`config.mk`:
```
export PLATFORM = sky130hd
export DESIGN_NAME = ffha_ctrl
export DESIGN_NICKNAME = d
export VERILOG_FILES = /design/src/hw/rtl/ffha_pkg.sv /design/src/hw/rtl/ffha_ctrl.sv
export VERILOG_INCLUDE_DIRS = /design/src /design/src/hw/rtl
export SDC_FILE = /design/constraint.sdc
export NUM_CORES = 1
export LEC_CHECK = 0
export BUFFER_PORTS_ARGS = -buffer_cell sky130_fd_sc_hd__buf_2
export CORE_UTILIZATION = 47
export CTS_CLUSTER_DIAMETER = 60
export DETAILED_ROUTE_END_ITERATION = 6
export PLACE_DENSITY_LB_ADDON = 0.1
export SETUP_SLACK_MARGIN = 0.15
export SLEW_MARGIN = 20
export SYNTH_ARGS = -nofsm -noshare
export SYNTH_HDL_FRONTEND = slang
export SYNTH_SLANG_ARGS = --single-unit
```
`constraint.sdc`:
```
create_clock -name clock -period 1.9 [get_ports clock]
set_input_delay 0.095 -clock clock [delete_from_list [all_inputs] [get_ports clock]]
set_output_delay 0.095 -clock clock [all_outputs]
set_load 0.03 [all_outputs]
```
`src/hw/rtl/first_fit_heap_allocator_core_assert.svh`:
```
// Assertion macros shared by the heap allocator RTL.
// Depends on nothing; users supply the clock and reset names in scope.
`ifndef FIRST_FIT_HEAP_ALLOCATOR_CORE_ASSERT_SVH
`define FIRST_FIT_HEAP_ALLOCATOR_CORE_ASSERT_SVH
`ifndef ASSERT_OFF
`define FFHA_ASSERT(label, cond, msg) \
   label: assert property (@(posedge clock) disable iff (reset) (cond)) else $error(msg);
`define FFHA_ASSERT_NEXT(label, ante, cons, msg) \
   label: assert property (@(posedge clock) disable iff (reset) (ante) |=> (cons)) \
      else $error(msg);
`else
`define FFHA_ASSERT(label, cond, msg)
`define FFHA_ASSERT_NEXT(label, ante, cons, msg)
`endif
`endif

```
`src/hw/rtl/ffha_pkg.sv`:
```
// Shared types and constants of the first-fit heap allocator.
// Used by ffha_ctrl, ffha_datapath and the top level; depends on nothing.
package ffha_pkg;

   localparam int OPCODE_W = 1;
   localparam int SIZE_W   = 13;
   localparam int ADDR_W   = 12;

   localparam logic [OPCODE_W-1:0] OP_ALLOC   = 1'b0;
   localparam logic [OPCODE_W-1:0] OP_RELEASE = 1'b1;

   typedef enum logic [1:0] {
      RD_RELEASE = 2'd0,
      RD_CUR     = 2'd1,
      RD_NEXT    = 2'd2
   } rd_src_type;

   typedef enum logic [2:0] {
      WR_RELEASE = 3'd0,
      WR_MERGE   = 3'd1,
      WR_TAIL    = 3'd2,
      WR_HEAD    = 3'd3,
      WR_WHOLE   = 3'd4
   } wr_src_type;

   typedef struct packed {
      logic       accept;
      logic       rd_en;
      rd_src_type rd_src;
      logic       wr_en;
      wr_src_type wr_src;
      logic       sz_load;
      logic       adv_en;
      logic       adv_saved;
      logic       rsp_load;
      logic       rsp_found;
      logic       rsp_fail;
   } cmd_type;

   typedef struct packed {
      logic is_release;
      logic rel_ok;
      logic size_zero;
      logic too_big;
      logic cur_bad;
      logic cur_free;
      logic cur_fit;
      logic cur_last;
      logic nxt_ok;
      logic split_ok;
   } status_type;

endpackage

```
`src/hw/rtl/ffha_ctrl.sv`:
```
// Controller state machine of the heap allocator: handshakes and scan sequencing.
// Depends on ffha_pkg and the assertion macro header; commands ffha_datapath.
`include "first_fit_heap_allocator_core_assert.svh"
module ffha_ctrl (
   input  logic                 clock,
   input  logic                 reset,
   input  logic                 req_valid,
   output logic                 req_ready,
   output logic                 rsp_valid,
   input  logic                 rsp_ready,
   input  ffha_pkg::status_type status,
   output ffha_pkg::cmd_type    cmd
);

   typedef enum logic [9:0] {
      ST_IDLE      = 10'b0000000001,
      ST_DECODE    = 10'b0000000010,
      ST_REL_WR    = 10'b0000000100,
      ST_SCAN_RD   = 10'b0000001000,
      ST_SCAN_CHK  = 10'b0000010000,
      ST_NEXT_RD   = 10'b0000100000,
      ST_NEXT_CHK  = 10'b0001000000,
      ST_TAKE      = 10'b0010000000,
      ST_TAKE_HEAD = 10'b0100000000,
      ST_DONE      = 10'b1000000000
   } state_type;

   state_type state_ff, state_in;
   logic      fail_ff, fail_in;
   logic      found_ff, found_in;
   logic      rsp_valid_ff, rsp_valid_in;

   always_comb begin
      state_in  = state_ff;
      fail_in   = fail_ff;
      found_in  = found_ff;
      req_ready = 1'b0;
      cmd       = '0;
      cmd.rd_src    = ffha_pkg::RD_CUR;
      cmd.wr_src    = ffha_pkg::WR_HEAD;
      cmd.rsp_found = found_ff;
      cmd.rsp_fail  = fail_ff;
      case (state_ff)
         ST_IDLE: begin
            req_ready = 1'b1;
            if (req_valid) begin
               cmd.accept = 1'b1;
               state_in   = ST_DECODE;
            end
         end
         ST_DECODE: begin
            fail_in  = 1'b0;
            found_in = 1'b0;
            if (status.is_release) begin
               if (status.rel_ok) begin
                  cmd.rd_en  = 1'b1;
                  cmd.rd_src = ffha_pkg::RD_RELEASE;
                  state_in   = ST_REL_WR;
               end else begin
                  state_in = ST_DONE;
               end
            end else if (status.size_zero || status.too_big) begin
               fail_in  = 1'b1;
               state_in = ST_DONE;
            end else begin
               cmd.rd_en = 1'b1;
               state_in  = ST_SCAN_CHK;
            end
         end
         ST_REL_WR: begin
            cmd.wr_en  = 1'b1;
            cmd.wr_src = ffha_pkg::WR_RELEASE;
            state_in   = ST_DONE;
         end
         ST_SCAN_RD: begin
            cmd.rd_en = 1'b1;
            state_in  = ST_SCAN_CHK;
         end
         ST_SCAN_CHK: begin
            cmd.sz_load = 1'b1;
            if (status.cur_bad) begin
               fail_in  = 1'b1;
               state_in = ST_DONE;
            end else if (status.cur_free && status.cur_fit) begin
               state_in = ST_TAKE;
            end else if (status.cur_last) begin
               fail_in  = 1'b1;
               state_in = ST_DONE;
            end else if (status.cur_free) begin
               state_in = ST_NEXT_RD;
            end else begin
               cmd.adv_en = 1'b1;
               state_in   = ST_SCAN_RD;
            end
         end
         ST_NEXT_RD: begin
            cmd.rd_en  = 1'b1;
            cmd.rd_src = ffha_pkg::RD_NEXT;
            state_in   = ST_NEXT_CHK;
         end
         ST_NEXT_CHK: begin
            if (status.nxt_ok) begin
               cmd.wr_en  = 1'b1;
               cmd.wr_src = ffha_pkg::WR_MERGE;
            end else begin
               cmd.adv_en    = 1'b1;
               cmd.adv_saved = 1'b1;
            end
            state_in = ST_SCAN_RD;
         end
         ST_TAKE: begin
            cmd.wr_en = 1'b1;
            found_in  = 1'b1;
            if (status.split_ok) begin
               cmd.wr_src = ffha_pkg::WR_TAIL;
               state_in   = ST_TAKE_HEAD;
            end else begin
               cmd.wr_src = ffha_pkg::WR_WHOLE;
               state_in   = ST_DONE;
            end
         end
         ST_TAKE_HEAD: begin
            cmd.wr_en  = 1'b1;
            cmd.wr_src = ffha_pkg::WR_HEAD;
            state_in   = ST_DONE;
         end
         ST_DONE: begin
            if (!rsp_valid_ff || rsp_ready) begin
               cmd.rsp_load = 1'b1;
               state_in     = ST_IDLE;
            end
         end
         default: state_in = ST_IDLE;
      endcase
   end

   assign rsp_valid_in = cmd.rsp_load || (rsp_valid_ff && !rsp_ready);

   always_ff @(posedge clock) begin
      if (reset) begin
         state_ff     <= ST_IDLE;
         rsp_valid_ff <= 1'b0;
         fail_ff      <= 1'b0;
         found_ff     <= 1'b0;
      end else begin
         state_ff     <= state_in;
         rsp_valid_ff <= rsp_valid_in;
         fail_ff      <= fail_in;
         found_ff     <= found_in;
      end
   end

   assign rsp_valid = rsp_valid_ff;

   `FFHA_ASSERT(a_single_port, !(cmd.rd_en && cmd.wr_en), "header memory read and write collide")
   `FFHA_ASSERT(a_no_overwrite, !cmd.rsp_load || !rsp_valid_ff || rsp_ready, "result overwritten")
   `FFHA_ASSERT_NEXT(a_done_holds, (state_ff == ST_DONE) && rsp_valid_ff && !rsp_ready, state_ff == ST_DONE, "finished transaction left while output stalled")
   `FFHA_ASSERT(a_rsp_from_done, !$rose(rsp_valid_ff) || $past(state_ff == ST_DONE), "result raised outside completion")

endmodule

```
==> reports/summary.txt <==
status - finished with violations
failing checks - setup timing
reg2reg path depth - 9
Setup crit end - cmd[9]
Clock Pin Slew Worst Setup and Hold Paths - 0.09 ns
CTS tree - yes
FP Rows - 14
clock share of power - 29.2%
xor-xnor portion of the synthesized cell area - 2.12%
WS Path Type - reg2out
RSZ-0062 raised after global routing - yes
relative slew slack - 65.1%
skew final - 0.00773 ns
number of routed nets with antenna violations - 0
Psw - 0.188 mW
final std cells w/o fill - 164
combinational family with the most area after synthesis - simple AND/OR/NAND/NOR gates
largest net degree at the start of global routing - 14
Placed Cells - 146
drt first pass iters - 6
post-synthesis compound-gate area fraction - 14.7%
vias in the first global route - 917
register area share after synthesis - 31.5%
required time of the critical path - 1.80 ns
Initial Util - 52.4%
Int Pwr - 0.432 mW
Hold WS - 0.0455 ns
net count after synthesis - 116
count of final setup violators - 7
Yosys cell types - 38
clock sink count - 13
reg2reg start - state_ff[2]
I/O pins - 30
GRT Total Usage - 31.0%
Worst Tran Pin Value - 0.517 ns
CP endpoint kind - primary output
DP Area - 998 um2
number of synthesized flops with an enable pin - 0
Syn. warnings - 0
pwr/cell area - 498 mW/mm2
Leak - 0.567 nW
synthesized flop and latch total - 13
Crit. Startpoint - state_ff[2]
minimum clock period - 2.02 ns
first-pass GRT wire length - 4370 um
Hold Buf Count CTS - 0
count leader, synth - dfxtp_1
post-DP HPWL - 1600 um
type of the tightest min-delay check - in2reg
Root Driver - clkbuf_4
sw frac - 30.4%
Chip Width - 43.9 um
drt wl/cell - 15.9 um
share of layout cells above drive strength 1 - 52.0%
Seq pwr share - 46.3%
FF-to-FF setup slack - 0.04 ns
via count - 969
syn avg cell area - 8.10 um2
mux share of post-synthesis cell area - 1.21%
# DRC - 0
GRT overflow - 0
synth top area cells - dfxtp_1 (32%), nor4_4 (5.2%), nand2_1 (4.5%), nor2_1 (4.5%), a21oi_1 (3.6%)
core area - 0.00158 mm2
Chip Height - 43.9 um
largest area contributor in the netlist - dfxtp_1
Bufs on Longest Clock Path - 2
Yosys top cell area share - 31.5%
Inserted Diodes - 0
initial antenna violation count - 0
top_reg_cell synth - dfxtp_1
final net count - 163
Clk Latency, worst-skew pair - 0.29 ns
Design Area, Final - 0.00125 mm2
P&R area growth vs syn - 50.9%
crit path launch type - flip-flop
Iter 0 DRT Violations - 22
Crit Path Max Fanout - 4
Max Cap Violations - 0
Die ar. - 0.00193 mm2
final hold violations - 0
Slew Limit Fails - 0
# port buffers - 29
Max Clk Rate - 0.494 GHz
cell count after synthesis - 102
vias per cell - 5.91
DRT Wirelength - 2610 um
leading cell types by count after synthesis - dfxtp_1 (13), nand2_1 (10), nor2_1 (10)
FF-to-FF End - state_ff[6]
Routability Congestion - 0.866
Fill cells - 118
CTS H-Tree Depth - 1
fraction of synthesis flops using an asynchronous set or reset pin - 0%
Comb pwr share - 24.4%
worst vdd ir - 433 uV
Synth Area in Simple Gates - 45.9%
Synth Area in Adders - 0%
CTS Buf Count - 3
Synth Cell Area - 826 um2
Final period util - 106%
worst path arrival time - 1.93 ns
Worst Slack Setup Final - -0.123 ns
==> worst min path at each step <==
stage / to / cells after the start / startpoint
floorplan: state_ff[1] / 1 / reset
global placement: state_ff[2] / 3 / status[8]
detailed placement: state_ff[2] / 3 / status[8]
CTS: state_ff[2] / 3 / status[8]
global route: state_ff[2] / 3 / status[8]
finish: state_ff[2] / 3 / status[8]
==> repair_timing <==
item | CTS | global route
gates cloned | 0 | 0
setup buffers | 14 | 0
pin swaps | 7 | 5
endpoints found under the setup margin | 11 | 17
gates resized for setup | 36 | 5
==> cells by family after synthesis <==
group / Yosys count
AND/OR/NAND/NOR: 59
XOR/XNOR: 2
AO/OA/AOI/OAI: 19
multiplexers: 1
flip-flops: 13
buffers and inverters: 8
==> flip-flops by register name, indices dropped and copies added (netlist names) <==
| name | cells |
|---|---|
| found_ff | 1 |
| state_ff | 10 |
| fail_ff | 1 |
| rsp_valid | 1 |
==> per-stage QoR <==
step	total power, mW	utilization (%)	setup slack, ns	TNS, ns
after CTS	0.605	78.0	-0.0407	-0.113
after floorplan	0.362	-	0.205	0
final	0.620	79.0	-0.123	-0.504
after global routing	0.644	79.0	-0.148	-0.854
after detailed placement	0.399	63.3	0.0680	0
after global placement	0.397	63.3	0.133	0
==> metal layers <==
| layer | up-vias | part of all wire, % | GRT usage, % |
|---|---|---|---|
| met4 | 0 | 2.0 | 11.5 |
| met3 | 7 | 6.3 | 4.17 |
| li1 | 462 | - | - |
| met2 | 57 | 46 | 49.6 |
| met1 | 443 | 45 | 42.5 |
| met5 | - | 0 | 0 |
==> power groups by stage <==
stage	Combinational (mW)	Clock (mW)	Sequential (mW)
after global placement	0.104	0	0.293
after CTS	0.146	0.174	0.285
final	0.151	0.181	0.287
after floorplan	0.0690	0	0.293
after global routing	0.161	0.195	0.288
after detailed placement	0.105	0	0.294
==> layout by cell type (no fill, tap or decap), types with 2 or more instances in the layout <==
master / instances
buf_4: 19
buf_2: 18
nor2_1: 10
nand2_1: 9
buf_6: 9
dfxtp_1: 8
nor3_1: 5
a21oi_1: 5
inv_1: 3
and2_4: 3
nand4_1: 3
a31oi_1: 3
nor2b_1: 3
or2_2: 3
clkbuf_4: 3
dfxtp_2: 3
nor4_4: 2
nand3_2: 2
nand2b_1: 2
xor2_1: 2
a21oi_2: 2
o21ai_0: 2
and4b_1: 2
dfxtp_4: 2
==> worst max-delay path: stages (launching register included) <==
cell     delay, ns
dfxtp_1       0.40
nor4_4        0.37
nand3_2       0.16
or3_4         0.43
and2_4        0.15
buf_6         0.13
==> final cells by class <==
class	count	area, um2	share of cell area (%)
multi-input combinational	81	579	46.5
timing repair buffer	46	334	26.8
sequential	13	272	21.8
clock buffer	4	26.3	2.11
tap	16	20.0	1.61
inverter	4	15.0	1.20
No activity file was read; power rests on OpenSTA's default activity.
